## config.mk

```make
export PLATFORM = sky130hd
export DESIGN_NAME = dgma_mac
export DESIGN_NICKNAME = d
export VERILOG_FILES = /design/src/design/dgma_pkg.sv /design/src/design/dgma_mac.sv
export SDC_FILE = /design/constraint.sdc
export NUM_CORES = 1
export LEC_CHECK = 0
export ABC_AREA = 1
export BUFFER_PORTS_ARGS = -buffer_cell sky130_fd_sc_hd__buf_2
export CORE_MARGIN = 2
export CORE_UTILIZATION = 56
export CTS_CLUSTER_SIZE = 28
export DETAILED_ROUTE_END_ITERATION = 7
export PLACE_DENSITY_LB_ADDON = 0.08
export SLEW_MARGIN = 10
export SYNTH_ARGS = -nofsm -noshare
export SYNTH_HDL_FRONTEND = slang
export SYNTH_SLANG_ARGS = --single-unit
```

## constraint.sdc

```tcl
create_clock -name clk -period 6.1 [get_ports clk]
set_clock_uncertainty 0.2 [all_clocks]
set_input_delay 0.915 -clock clk [delete_from_list [all_inputs] [get_ports clk]]
set_output_delay 0.915 -clock clk [all_outputs]
set_load 0.02 [all_outputs]
```

## src/design/dgma_pkg.sv

```systemverilog
package dgma_pkg;

    // Fixed field and datapath widths.
    localparam int ACC_W       = 48;              // Q24.24 accumulator
    localparam int SAMPLE_W    = 16;              // Q4.12 sample
    localparam int PROD_W      = 2 * SAMPLE_W;    // exact Q8.24 product
    localparam int DAMP_W      = 16;              // Q0.16 damping
    localparam int MUL_W       = ACC_W + DAMP_W;  // mean times damping
    localparam int DIMREG_W    = 7;
    localparam int FIELD_IDX_W = 6;
    localparam int IN_TDATA_W  = 32;
    localparam int OUT_TDATA_W = 48;
    localparam int APB_ADDR_W  = 3;
    localparam int APB_DATA_W  = 32;

    localparam logic [ACC_W-1:0]    ONE_Q24         = ACC_W'(1) << 24;
    localparam logic [DIMREG_W-1:0] DIMENSION_RESET = 7'd64;
    localparam logic [DAMP_W-1:0]   DAMPING_RESET   = 16'd655;

    // Register select, taken from paddr bit 2.
    localparam logic REG_DIMENSION = 1'b0;
    localparam logic REG_DAMPING   = 1'b1;

    typedef enum logic [1:0] {
        ACT_PUSH     = 2'd0,
        ACT_FINALIZE = 2'd1,
        ACT_READ     = 2'd2,
        ACT_CLEAR    = 2'd3
    } action_t;

    // Start requests for the iterative divide and multiply unit.
    typedef struct packed {
        logic start_div;
        logic start_mul;
    } dgma_op_t;

endpackage

```

## src/design/dgma_mac.sv

```systemverilog
module dgma_mac
    import dgma_pkg::*;
(
    input  logic                       clk,
    input  logic                       mul_en,
    input  logic signed [SAMPLE_W-1:0] mul_a,
    input  logic signed [SAMPLE_W-1:0] mul_b,
    input  logic                       use_lam,
    input  logic        [ACC_W-1:0]    lam,
    input  logic        [ACC_W-1:0]    acc_in,
    output logic        [ACC_W-1:0]    acc_out
);

    logic signed [PROD_W-1:0] prod_reg;
    logic        [ACC_W-1:0]  addend;
    logic        [ACC_W:0]    sum_wide;

    // The product is registered before it reaches the adder.
    always_ff @(posedge clk)
    begin
        if (mul_en)
        begin
            prod_reg <= mul_a * mul_b;
        end
    end

    always_comb
    begin
        if (use_lam)
        begin
            addend = lam;
        end
        else
        begin
            addend = {{(ACC_W - PROD_W){prod_reg[PROD_W-1]}}, prod_reg};
        end
        sum_wide = {acc_in[ACC_W-1], acc_in} + {addend[ACC_W-1], addend};
        // Overflow shows as a disagreement of the two top bits.
        if (sum_wide[ACC_W] != sum_wide[ACC_W-1])
        begin
            acc_out = sum_wide[ACC_W] ? {1'b1, {(ACC_W - 1){1'b0}}}
                                      : {1'b0, {(ACC_W - 1){1'b1}}};
        end
        else
        begin
            acc_out = sum_wide[ACC_W-1:0];
        end
    end

endmodule

```

==> results of run 1 <==
-- logic make-up after synthesis --
family,after synthesis,synth area share
xor gates and xnor gates,66,0.0362
DFF,32,0.0602
AOI/OAI and AO/OA,160,0.0553
adders and majority gates,393,0.432
and+or+nand+nor,1040,0.260
buffers and inverters,649,0.156
-- worst max-delay path: cells and delay by family --
kind,cells,cell delay [ps]
fa+ha+maj,7,3250
buf+inv,7,620
compound gates,2,550
simple gates,4,520
-- worst max-delay path by stage --
stage / to / slack (ps) / cells past startpoint
global placement: prod_reg[30] / -150 / 21
detailed placement: prod_reg[31] / -290 / 20
CTS: prod_reg[31] / 10 / 20
global route: prod_reg[30] / -80 / 25
floorplan: prod_reg[29] / -4 / 21
finish: prod_reg[29] / 60 / 20
-- synth_stat cells (all sizes together) --
cell	count
nand2	784
inv	571
fa	263
nor2	144
ha	130
a21oi	96
clkbuf	67
nand3	58
o21ai	36
xor2	36
edfxtp	32
xnor2	30
nand4	28
o21bai	17
nor3	15
buf	11
or2	6
a21o	3
and2	2
o21a	2
a211oi	1
a221oi	1
a31oi	1
nor2b	1
nor3b	1
nor4	1
o2111ai	1
o211ai	1
o31ai	1
-- metal layers --
layer,part of all wire,global-route usage
met4,0.036,0.110
met1,0.41,0.404
met3,0.051,0.0209
met5,0,0
met2,0.51,0.586
-- placed cells by master, fill, tap and decap left out, types with 2 or more instances in the layout --
cell type,instances
nand3_2,4
inv_1,543
nand4_1,28
edfxtp_1,32
clkinv_2,2
nor2_1,134
nor3_1,13
clkbuf_16,5
nor3_2,2
o21a_1,2
fa_1,253
nand2_1,749
nor2_2,10
ha_1,117
fa_2,10
a21oi_1,79
o21bai_1,17
and2_1,2
buf_6,4
o21ai_0,33
o21ai_1,3
a21oi_2,16
ha_4,12
xor2_1,36
buf_2,160
xnor2_1,30
clkbuf_4,5
inv_2,27
nand2_2,35
or2_2,5
buf_12,8
a21o_1,3
nand3_1,54
buf_4,154
-- through the flow --
stage                     cells  utilization  instance area (um2)
after floorplan            2340            -                16100
after global placement     2966        0.652                18200
after detailed placement   2966        0.652                18200
after CTS                  2974        0.657                18400
after global routing       2979        0.672                18800
final                      2979        0.672                18800
-- cell type report --
type	count	area share
Multi-Input combinational cell	1659	0.684
Timing Repair Buffer	331	0.117
Inverter	571	0.114
Sequential cell	32	0.0512
Tap cell	378	0.0252
Clock buffer	5	0.00667
Clock inverter	3	0.00100
-- timing repair --
| action | 4_1_cts | 5_1_grt |
|---|---|---|
| pin swaps | 1 | 37 |
| buffers inserted | 0 | 5 |
| hold buffers | 0 | 0 |
| setup endpoints to repair | 4 | 18 |
| resized for setup | 0 | 109 |
==> reports/qor.yml, run 1 <==
avgSynthCellArea_um2: 6.82
grt_max_degree: 48
synthCells: 2340
dieArea_um2: 29900
io_buffer_count: 178
status: "finished, final reports clean"
die_h_um: 173
pre_cts_ws_ps: -290
endpoint_kind: "flop"
critPathMaxFanout: 6
netlist_area_um2: 16000
hpwl_um: 42900
cap_violations: 0
route.vias.total: 15300
start_util: 0.571
globalRouteTotalUtil: 0.321
ioPinCount: 179
clock-root-buffer: "clkbuf_16"
hp-start: "mul_b[0]"
synth_top_area_share: 0.330
drive_above_1_share: 0.178
cts_sinks: 32
htreeDepth: 2
critPathKind: "in -> reg"
setup_violations: 0
antenna_found_initial: 0
core-area_um2: 27900
drt-wirelength-per-cell_um: 16.2
finalCritPeriodShare: 0.990
hp-class: "in -> reg"
crit_chain: "buf_2 -> clkinvlp_4 -> buf_6 -> or2_2 -> fa_1 -> fa_1 -> inv_1 -> fa_1 -> inv_1 -> fa_1 -> inv_1 -> fa_1 -> fa_1 -> ha_4 -> nand2_1 -> inv_1 -> a221oi_1 -> o211ai_1 -> nand2_1 -> nand2_1"
cts_made_buffers: 5
drc: 0
rsz0062_at_grt: "yes"
ys_types: 37
crit_start: "mul_b[15]"
wirelength_um: 48100
grt_pass1_vias: 15500
seqCellArea_um2: 961
ys_warn_count: 0
yosysSeqAreaShare: 0.0602
slowest_stage: "fa_1"
path_clk_slew_ps: 50
start_kind: "input port"
num_rows: 61
largest_register_ffs: 32
grt_pass1_wl_um: 77000
cts_buffer_depth: 2
fmax_mhz: 166
grt_overflow: 0
finalCriticalPeriod_ps: 6040
n_antenna_cell: 0
drv_slew: 0
finalSetupTns_ps: 0
synth_seq_cells: 32
tightest_slew_ps: 897
die_w_um: 173
max_slew_margin: 0.396
hold_viol: 0
drt_first_pass_iters: 8
ant_nets: 0
drtIter0Drc: 944
setup_ws_ps: 63.1
yosys.area.top_type: "fa_1"
cp_data_arrival_time_ps: 5870
crit_top_cell: "fa_1"
whs_path_depth: 3
fin_nets: 3124
synthTopCellsByArea: "fa_1 33%, nand2_1 18%, inv_1 13%, ha_1 10%, edfxtp_1 6.0%"
worst_ep_required_time_ps: 5930
timing.hold.ws_ps: 907
multiInputGateArea_um2: 12800
gp_congestion: 0.978
syn-num-nets: 2864
nFillCells: 2540
cts_tree: "yes"
slowest_delay_ps: 550
holdPathEnd: "prod_reg[0]"
area_delta_synth_final_pct: 17.5
vias_per_cell: 5.15
Power of run 1 is left out: the tool's default activity adds up to more than one toggle a clock period on the data nets, which glitch-free logic cannot reach.
==> run 2: changes to the inputs <==
- BUFFER_PORTS_ARGS: -buffer_cell sky130_fd_sc_hd__buf_2 -> unset
- CORE_UTILIZATION: 56 -> 62
- DONT_BUFFER_PORTS: unset -> 1
==> reports/qor.yml, run 2 (synthesis results as in run 1) <==
cap_violations: 0
cts_sinks: 32
critPathMaxFanout: 16
layout_commonest_cell: "nand2_1"
status: "finished, final reports clean"
route.vias.total: 14100
tightest_slew_ps: 676
crit_start: "mul_a[15]"
fin_nets: 2835
io_buffer_count: 0
drtIter0Drc: 772
timing.hold.ws_ps: 541
path_clk_slew_ps: 60
wirelength_um: 43800
hp-class: "in -> reg"
n_antenna_cell: 0
vias_per_cell: 5.35
hpwl_um: 38200
fmax_mhz: 168
slowest_delay_ps: 690
start_kind: "input port"
max_slew_margin: 0.545
drc: 0
antenna_found_initial: 0
nFillCells: 2344
grt_max_degree: 50
seqCellArea_um2: 961
dp_cells: 2632
num_rows: 58
final_cell_mix: "764 x nand2_1, 550 x inv_1, 261 x fa_1"
start_util: 0.632
placed_area_um2: 16400
largest_register_ffs: 32
cts_tree: "yes"
gp_congestion: 0.963
slowest_stage: "fa_2"
setup_violations: 0
htreeDepth: 2
ant_nets: 0
cts_made_buffers: 5
worst_ep_required_time_ps: 5930
cts_buffer_depth: 2
grt_overflow: 0
drt-wirelength-per-cell_um: 16.6
globalRouteTotalUtil: 0.330
finalNonFillerCells: 2642
area_delta_synth_final_pct: 3.92
die_h_um: 164
multiInputGateArea_um2: 12600
ioPinCount: 179
setup_ws_ps: 149
clock-root-buffer: "clkbuf_16"
hp-start: "mul_en"
finalCritPeriodShare: 0.975
hold_viol: 0
critPathKind: "in -> reg"
finalCriticalPeriod_ps: 5950
die_w_um: 164
final_cell_area_um2: 16600
drt_first_pass_iters: 5
drive_above_1_share: 0.0510
dieArea_um2: 27000
core-area_um2: 25300
drv_slew: 0
crit_chain: "nand2_1 -> inv_1 -> fa_2 -> fa_1 -> fa_1 -> fa_1 -> fa_1 -> inv_1 -> fa_1 -> inv_1 -> ha_1 -> nand2_1 -> buf_4 -> o21ai_0 -> a21oi_1 -> nand3_2 -> buf_4 -> xor2_1"
grt_pass1_wl_um: 69500
crit_top_cell: "fa_1"
rsz0062_at_grt: "yes"
endpoint_kind: "flop"
cp_data_arrival_time_ps: 5780
grt_pass1_vias: 14100
pre_cts_ws_ps: -209
[run 2: final timing paths]
kind	to	cells past startpoint
min	prod_reg[1]	0
max	prod_reg[23]	18
[run 2: final cells by class]
type | instances | area share
clock buffers | 5 | 0.00754
repair buffers | 42 | 0.0192
well taps | 330 | 0.0249
flip-flops and latches | 32 | 0.0579
clock inverters | 3 | 0.00256
inverters | 571 | 0.129
multi-input cells | 1659 | 0.758
[run 2: worst max-delay path: cells and delay by family]
kind / cells / cell delay, ps
fa+ha+maj: 7 / 3480
buf+inv: 5 / 470
simple gates: 3 / 420
compound gates: 2 / 360
xor+xnor: 1 / 130
[run 2: metrics by stage]
step	setup TNS [ps]	util
detailed placement	-883	0.648
global placement	-310	0.648
global route	-14.4	0.657
CTS	0	0.654
finish	0	0.657
floorplan	-4.15	-
[run 2: timing repair]
item,4_1_cts,5_1_grt
setup buffers,0,2
gates resized for setup,0,10
endpoints found under the setup margin,0,7
hold buffers,0,0
[run 2: layer usage]
metal | part of all wire | global-route usage
met4 | 0.046 | 0.145
met1 | 0.39 | 0.417
met5 | 0 | 0
met2 | 0.49 | 0.584
met3 | 0.071 | 0.0244
Power of run 2 is left out for the same reason.
