## src/design/dgma_pkg.sv

```systemverilog
package dgma_pkg;

    // Fixed field and datapath widths.
    localparam int ACC_W       = 48;              // Q24.24 accumulator
    localparam int SAMPLE_W    = 16;              // Q4.12 sample
    localparam int PROD_W      = 2 * SAMPLE_W;    // exact Q8.24 product
    localparam int DAMP_W      = 16;              // Q0.16 damping
    localparam int MUL_W       = ACC_W + DAMP_W;  // mean times damping
    localparam int DIMREG_W    = 7;
    localparam int FIELD_IDX_W = 6;
    localparam int IN_TDATA_W  = 32;
    localparam int OUT_TDATA_W = 48;
    localparam int APB_ADDR_W  = 3;
    localparam int APB_DATA_W  = 32;

    localparam logic [ACC_W-1:0]    ONE_Q24         = ACC_W'(1) << 24;
    localparam logic [DIMREG_W-1:0] DIMENSION_RESET = 7'd64;
    localparam logic [DAMP_W-1:0]   DAMPING_RESET   = 16'd655;

    // Register select, taken from paddr bit 2.
    localparam logic REG_DIMENSION = 1'b0;
    localparam logic REG_DAMPING   = 1'b1;

    typedef enum logic [1:0] {
        ACT_PUSH     = 2'd0,
        ACT_FINALIZE = 2'd1,
        ACT_READ     = 2'd2,
        ACT_CLEAR    = 2'd3
    } action_t;

    // Start requests for the iterative divide and multiply unit.
    typedef struct packed {
        logic start_div;
        logic start_mul;
    } dgma_op_t;

endpackage

```

## src/design/dgma_divmul.sv

```systemverilog
module dgma_divmul
    import dgma_pkg::*;
#(
    parameter int DIVIDEND_W = 53,
    parameter int DIVISOR_W  = 7
)
(
    input  logic                  clk,
    input  logic                  rst_n,
    input  dgma_op_t              op,
    input  logic [DIVIDEND_W-1:0] dividend,
    input  logic [DIVISOR_W-1:0]  divisor,
    input  logic [ACC_W-1:0]      mcand,
    input  logic [DAMP_W-1:0]     mplier,
    output logic                  done,
    output logic [ACC_W-1:0]      result
);

    localparam int CNT_W = $clog2(DIVIDEND_W + 1);

    typedef enum logic [1:0] {
        U_IDLE,
        U_DIV,
        U_MUL
    } mode_t;

    mode_t                  mode_reg;
    logic [CNT_W-1:0]       cnt_reg;
    logic [DIVIDEND_W-1:0]  quo_reg;
    logic [DIVISOR_W-1:0]   rem_reg;
    logic [DIVISOR_W-1:0]   divisor_reg;
    logic [MUL_W-1:0]       acc_reg;
    logic [MUL_W-1:0]       mcand_reg;
    logic [DAMP_W-1:0]      mplier_reg;
    logic                   done_reg;
    logic [ACC_W-1:0]       result_reg;

    logic [DIVISOR_W:0]     rem_shift;
    logic [DIVISOR_W:0]     rem_sub;
    logic                   fits;
    logic [DIVISOR_W-1:0]   rem_next;
    logic [DIVIDEND_W-1:0]  quo_next;
    logic [MUL_W-1:0]       acc_next;

    // One restoring division step or one shift-add step per cycle.
    always_comb
    begin
        rem_shift = {rem_reg, quo_reg[DIVIDEND_W-1]};
        rem_sub   = rem_shift - {1'b0, divisor_reg};
        fits      = (rem_shift >= {1'b0, divisor_reg});
        rem_next  = fits ? rem_sub[DIVISOR_W-1:0] : rem_shift[DIVISOR_W-1:0];
        quo_next  = {quo_reg[DIVIDEND_W-2:0], fits};
        acc_next  = mplier_reg[0] ? (acc_reg + mcand_reg) : acc_reg;
    end

    always_ff @(posedge clk or negedge rst_n)
    begin
        if (!rst_n)
        begin
            mode_reg    <= U_IDLE;
            cnt_reg     <= '0;
            quo_reg     <= '0;
            rem_reg     <= '0;
            divisor_reg <= '0;
            acc_reg     <= '0;
            mcand_reg   <= '0;
            mplier_reg  <= '0;
            done_reg    <= 1'b0;
            result_reg  <= '0;
        end
        else
        begin
            done_reg <= 1'b0;
            case (mode_reg)
                U_IDLE:
                begin
                    if (op.start_div)
                    begin
                        quo_reg     <= dividend;
                        rem_reg     <= '0;
                        divisor_reg <= divisor;
                        cnt_reg     <= CNT_W'(DIVIDEND_W);
                        mode_reg    <= U_DIV;
                    end
                    else if (op.start_mul)
                    begin
                        acc_reg    <= '0;
                        mcand_reg  <= MUL_W'(mcand);
                        mplier_reg <= mplier;
                        cnt_reg    <= CNT_W'(DAMP_W);
                        mode_reg   <= U_MUL;
                    end
                end
                U_DIV:
                begin
                    quo_reg <= quo_next;
                    rem_reg <= rem_next;
                    cnt_reg <= cnt_reg - 1'b1;
                    if (cnt_reg == CNT_W'(1))
                    begin
                        result_reg <= quo_next[ACC_W-1:0];
                        done_reg   <= 1'b1;
                        mode_reg   <= U_IDLE;
                    end
                end
                U_MUL:
                begin
                    acc_reg    <= acc_next;
                    mcand_reg  <= {mcand_reg[MUL_W-2:0], 1'b0};
                    mplier_reg <= {1'b0, mplier_reg[DAMP_W-1:1]};
                    cnt_reg    <= cnt_reg - 1'b1;
                    if (cnt_reg == CNT_W'(1))
                    begin
                        result_reg <= acc_next[MUL_W-1:DAMP_W];
                        done_reg   <= 1'b1;
                        mode_reg   <= U_IDLE;
                    end
                end
                default:
                begin
                    mode_reg <= U_IDLE;
                end
            endcase
        end
    end

    assign done   = done_reg;
    assign result = result_reg;

endmodule

```

## config.mk

```make
export PLATFORM = sky130hd
export DESIGN_NAME = dgma_divmul
export DESIGN_NICKNAME = d
export VERILOG_FILES = /design/src/design/dgma_pkg.sv /design/src/design/dgma_divmul.sv
export SDC_FILE = /design/constraint.sdc
export NUM_CORES = 1
export LEC_CHECK = 0
export ABC_AREA = 1
export BUFFER_PORTS_ARGS = -buffer_cell sky130_fd_sc_hd__clkbuf_2
export CORE_ASPECT_RATIO = 0.9
export CORE_MARGIN = 2
export CORE_UTILIZATION = 30
export CTS_CLUSTER_DIAMETER = 150
export CTS_CLUSTER_SIZE = 30
export DETAILED_ROUTE_END_ITERATION = 8
export GPL_TIMING_DRIVEN = 0
export PLACE_DENSITY = 0.55
export SLEW_MARGIN = 20
export SYNTH_ARGS = -nofsm -noshare
export SYNTH_HDL_FRONTEND = slang
export SYNTH_SLANG_ARGS = --single-unit
```

## constraint.sdc

```tcl
create_clock -name clk -period 2.5 [get_ports clk]
set_input_delay 0.375 -clock clk [delete_from_list [all_inputs] [get_ports clk]]
set_output_delay 0.375 -clock clk [all_outputs]
set_load 0.03 [all_outputs]
```

==> run metrics, run 1 <==
GRT Util Overall 0.209; Post-DP HPWL 52500 µm; reg-to-reg startpoint acc_reg[23]$_DFFE_PN0P_; Top Ports 177; WP data required 2.95 ns; HP Class input pin to flip-flop; status complete, no violations; Tmin final 2.40 ns; Ant. Diodes 0; Die Footprint 0.0617 mm²; R2R setup slack 0.1 ns; filler cell count 6450; Vias 17300; via density per instance 4.78; CTS Sinks 268; Final WS setup 0.0975 ns; ys async rst share 1.00; Leak 10.6 nW; Post-synth EDFFs 0; Cells after Synth 2642; Slew headroom 0.495; antenna violations before repair 0; Critical Path Max Stage Delay 0.44 ns; crit path DAT 2.85 ns; crit-path max FO 4; synth top area cells dfrtp_1, nand2_1, inv_1; synthesis-to-finish area growth 15.4%; RSZ-0062 raised after global routing yes; clk root buf clkbuf_16; # H-tree levels 1; Final Cell Area 0.0207 mm²; GR Overflow Total 0; most frequent cell after synthesis nand2_1; Routed Antenna Nets 0; post-synth top area cell dfrtp_1; Mapped Area 0.0179 mm²; num rows 84; first-pass GRT wire length 99300 µm; most frequent CP cell nand3_1; layout cell share with drive strength beyond 1 0.139; Final nets 3050; dpl cell area 0.0199 mm²; CTS tree yes; total length of routed wires 64500 µm; top_reg_cell synth dfrtp_1; distinct cell type count of the synthesized netlist 46; PwrDens 1080 mW/mm²; Die Y-Extent 236 µm; area share of the largest cell type after synthesis 0.374; vias in the first global route 16400; Max rail drop VDD 0.445 mV; DRC 0; Yosys reg bits 268; global placement routability congestion 0.955; WL/cell 17.8 µm; drt pass-1 iters 6; Num CTS Buffers 12; max-slew violations 0; Max Cap Viol 0; syn_nets 2847; Reg2Reg Depth 11; pre-CTS setup slack -0.252 ns; crit share post-route 0.961; Worst-Skew Late Latency 0.53 ns; Crit. End Element flip-flop; CTS Buffer Depth 3; # setup viols final 0; critical path endpoint result[42]$_DFFE_PN0P_; Hold Fails Final Rpt 0; worst setup path start acc_reg[23]$_DFFE_PN0P_; initial core utilization 0.305; Crit-path slowest cell dfrtp_1; WS Path Type flip-flop to flip-flop; drt first-iter violations 1540; worst-path cell chain ha_1 -> nand2_1 -> nor2_1 -> inv_1 -> nor2_2 -> nand3_1 -> nand2_2 -> nand2_1 -> nand3_1 -> nand3_1 -> a21oi_1; port bufs 176; Slew @ Worst Pin 0.757 ns; core box area 0.0588 mm²; Die Wd 262 µm; critical path startpoint category flip-flop; Peak Freq 416 MHz; sequential fraction of the synthesis area 0.374; clk_skew 0.0260 ns; FF-to-FF End result[42]$_DFFE_PN0P_; syn_area_per_cell 6.78 µm²; synth warn 0; pin count of the biggest net entering global routing 84; Clk pin slew, worst setup/hold paths 0.13 ns; post-layout util 0.352; leading cell types by count after synthesis nand2_1, inv_1, dfrtp_1
## critical path, delay by kind of cell (launching register included)
family,cells,cell delay [ns]
AO/OA/AOI/OAI,1,0.20
AND/OR/NAND/NOR,8,1.23
buffers and inverters,1,0.10
flip-flops,1,0.44
adder cells (fa/ha/maj),1,0.36
## cells in the final DEF (no fill, tap or decap), types with 59 or more instances in the layout
cell	Yosys	final
o211ai_1	59	59
nand2_1	903	884
a21oi_1	114	104
nand3_1	78	77
o21ai_0	103	96
dfrtp_1	268	268
a31oi_1	60	60
inv_1	436	434
nor2_1	217	198
clkbuf_2	0	191
## power by group
| part | internal, mW | switching (mW) | total (mW) |
|---|---|---|---|
| logic | 3.90 | 8.39 | 12.3 |
| registers | 6.05 | 1.43 | 7.48 |
| clock network | 0.978 | 1.47 | 2.45 |
## through the flow
| step | hold slack, ns | TNS, ns | power, mW | instances |
|---|---|---|---|---|
| 2_1_floorplan | 0.0794 | 0 | 15.1 | 2642 |
| 3_3_place_gp | 0.478 | -1394.09 | 19.1 | 3592 |
| 3_5_place_dp | 0.319 | -10.75 | 19.2 | 3596 |
| 6_report | 0.0746 | 0 | 22.2 | 3619 |
| 5_1_grt | 0.0657 | -0.0174 | 24.1 | 3619 |
| 4_1_cts | 0.0540 | 0 | 21.8 | 3612 |
## logic make-up after synthesis
group | after synthesis | synth area share
and+or+nand+nor | 1283 | 0.290
buffers and inverters | 542 | 0.118
AOI/OAI and AO/OA | 453 | 0.154
DFF | 268 | 0.374
adders and majority gates | 77 | 0.0546
xor gates and xnor gates | 18 | 0.00880
muxes | 1 | 0.000629
## worst min path at each step
stage	cells after the start	slack (ns)	to	start
floorplan	0	0.08	acc_reg[0]$_DFFE_PN0P_	rst_n
global placement	2	0.48	acc_reg[4]$_DFFE_PN0P_	acc_reg[4]$_DFFE_PN0P_
detailed placement	1	0.32	quo_reg[12]$_DFFE_PN0P_	rst_n
CTS	3	0.05	mplier_reg[12]$_DFFE_PN0P_	mplier[12]
global route	2	0.07	divisor_reg[0]$_DFFE_PN0P_	divisor[0]
finish	2	0.07	divisor_reg[0]$_DFFE_PN0P_	divisor[0]
## final cells by class
cell class,instances,area [µm²],area share
buffer,95,462,0.0223
inverter,447,1680,0.0812
clock buffer,14,339,0.0164
sequential,268,6710,0.324
multi-input combinational,1832,9440,0.457
timing repair buffer,189,1070,0.0518
tap,774,968,0.0469
## metal layers
metal  wire length (µm)  up-vias  track usage
met1              32000     8010        0.318
met5                  0        -            0
met2              26800      477        0.310
met3               4560       49       0.0362
li1                   -     8775            -
met4               1140        0       0.0336
## repair_timing
| item | 4_1_cts | 5_1_grt |
|---|---|---|
| hold endpoints to repair | 32 | 0 |
| endpoints found under the setup margin | 141 | 130 |
| pin swaps | 1 | 5 |
| setup buffers | 1 | 7 |
| gates resized for setup | 18 | 103 |
| hold buffers | 1 | 0 |
No activity file was read; power rests on OpenSTA's default activity.
==> run 2, diff against run 1 <==
- BUFFER_PORTS_ARGS: -buffer_cell sky130_fd_sc_hd__clkbuf_2 -> -buffer_cell sky130_fd_sc_hd__buf_2
==> run metrics, run 2 (same netlist as run 1, synthesis figures left out) <==
status complete, no violations; Max rail drop VDD 0.466 mV; HP Class input pin to flip-flop; # H-tree levels 1; Die Footprint 0.0617 mm²; antenna violations before repair 2; CTS Buffer Depth 3; Clock power frac 0.111; num rows 84; WL/cell 17.8 µm; switch share 0.507; drt pass-1 iters 6; RSZ-0062 raised after global routing yes; most frequent cells in the layout nand2_1, inv_1, dfrtp_1, buf_2, nor2_1; Tmin final 2.41 ns; first-pass GRT wire length 97800 µm; crit path DAT 2.85 ns; Reg2Reg Depth 11; Combinational Power Share 0.552; crit-path max FO 4; via density per instance 4.80; pre-CTS setup slack -0.477 ns; max-slew violations 0; CTS Sinks 268; pin count of the biggest net entering global routing 90; Final Cell Area 0.0206 mm²; Vias 17400; WHS 0.0852 ns; WS Path Type flip-flop to flip-flop; GRT Util Overall 0.206; Slew @ Worst Pin 0.754 ns; Cell Int Power 10.9 mW; # setup viols final 0; Num CTS Buffers 12; Worst-Skew Late Latency 0.52 ns; GR Overflow Total 0; Max Cap Viol 0; Crit. End Element flip-flop; vias in the first global route 16200; Die Y-Extent 236 µm; WP data required 2.93 ns; drt first-iter violations 1531; total length of routed wires 64500 µm; initial core utilization 0.305; dpl cell area 0.0199 mm²; Routed Antenna Nets 0; Clk pin slew, worst setup/hold paths 0.12 ns; Leak 10.6 nW; Slew headroom 0.497; CTS tree yes; global placement routability congestion 0.967; DRC 0; Final nets 3052; PwrDens 1070 mW/mm²; clk_skew 0.0182 ns; commonest non-fill, non-tap cell in the layout nand2_1; Peak Freq 414 MHz; critical path startpoint category flip-flop; WHS Path Cells 2; synthesis-to-finish area growth 15.1%; power share of the sequential group 0.337; filler cell count 6488; Final WS setup 0.0858 ns; layout cell share with drive strength beyond 1 0.136; Die Wd 262 µm; Hold Fails Final Rpt 0; crit share post-route 0.966; NetSw 11.2 mW; Top Ports 177; clk root buf clkbuf_16; Post-DP HPWL 52100 µm; core box area 0.0588 mm²; port bufs 176
==> run 2: changes by cell type in the layout (fill, tap and decap cells not counted), moves of 3 or more <==
cell      before  now
o21ai_2        4    1
nor2_1       198  204
ha_1          55   60
nor2_2        28   23
ha_4           9    6
buf_2         26  205
clkbuf_2     191   11
==> run 2: repair_timing <==
item / CTS / global route
setup buffers: 3 / 8
endpoints found under the setup margin: 135 / 178
pin swaps: 1 / 6
hold buffers: 1 / 0
hold endpoints to repair: 21 / 0
gates resized for setup: 16 / 95
==> run 2: worst max-delay path: stages (launching register included) <==
cell and delay (ns):
dfrtp_1 0.43, ha_1 0.40, nand2_1 0.14, nor2_1 0.21
nand2_1 0.13, inv_1 0.09, nand3_1 0.08, nand3b_1 0.25
buf_4 0.17, xor2_1 0.17, nand2_1 0.10, o21ai_0 0.16
==> run 2: power groups by stage <==
stage / combinational [mW] / sequential, mW / clock [mW]
2_1_floorplan: 7.37 / 7.68 / 0
3_5_place_dp: 11.7 / 7.47 / 0
4_1_cts: 11.8 / 7.40 / 2.54
3_3_place_gp: 11.6 / 7.48 / 0
6_report: 12.2 / 7.45 / 2.46
5_1_grt: 13.6 / 7.66 / 2.66
==> run 2: through the flow <==
| step | util | power (mW) | std cells | TNS, ns |
|---|---|---|---|---|
| floorplan | - | 15.1 | 2642 | 0 |
| detailed placement | 0.338 | 19.2 | 3595 | -31.07 |
| global placement | 0.336 | 19.1 | 3592 | -1196.95 |
| CTS | 0.345 | 21.8 | 3613 | 0 |
| global route | 0.351 | 23.9 | 3621 | -0.0460 |
| finish | 0.351 | 22.1 | 3622 | 0 |
==> run 2: cell type report <==
cell class,instances,area (µm²),area share
antenna,1,2.50,0.000121
buffer,95,464,0.0225
clock buffer,14,339,0.0164
inverter,447,1680,0.0814
multi-input combinational,1832,9380,0.455
sequential,268,6710,0.325
tap,774,968,0.0470
timing repair buffer,191,1080,0.0523
==> run 2: path summary, 6_finish.rpt <==
check                           slack [ns]                    endpoint                     from
worst min-delay path                  0.09  divisor_reg[0]$_DFFE_PN0P_               divisor[0]
max in group asynchronous             0.63     quo_reg[49]$_DFFE_PN0P_                    rst_n
worst min register to register        0.51      acc_reg[4]$_DFFE_PN0P_   acc_reg[4]$_DFFE_PN0P_
worst max register to register        0.09     acc_reg[21]$_DFFE_PN0P_  acc_reg[17]$_DFFE_PN0P_
worst max-delay path                  0.09     acc_reg[21]$_DFFE_PN0P_  acc_reg[17]$_DFFE_PN0P_
min in group asynchronous             0.26     quo_reg[14]$_DFFE_PN0P_                    rst_n
==> run 2: per-layer routing <==
metal  wire length (µm)  GRT usage  vias to the layer above
li1                   -          -                     8771
met1              32700      0.320                     8075
met2              26800      0.304                      481
met3               3910     0.0277                       42
met4               1060     0.0339                        0
met5                  0          0                        -
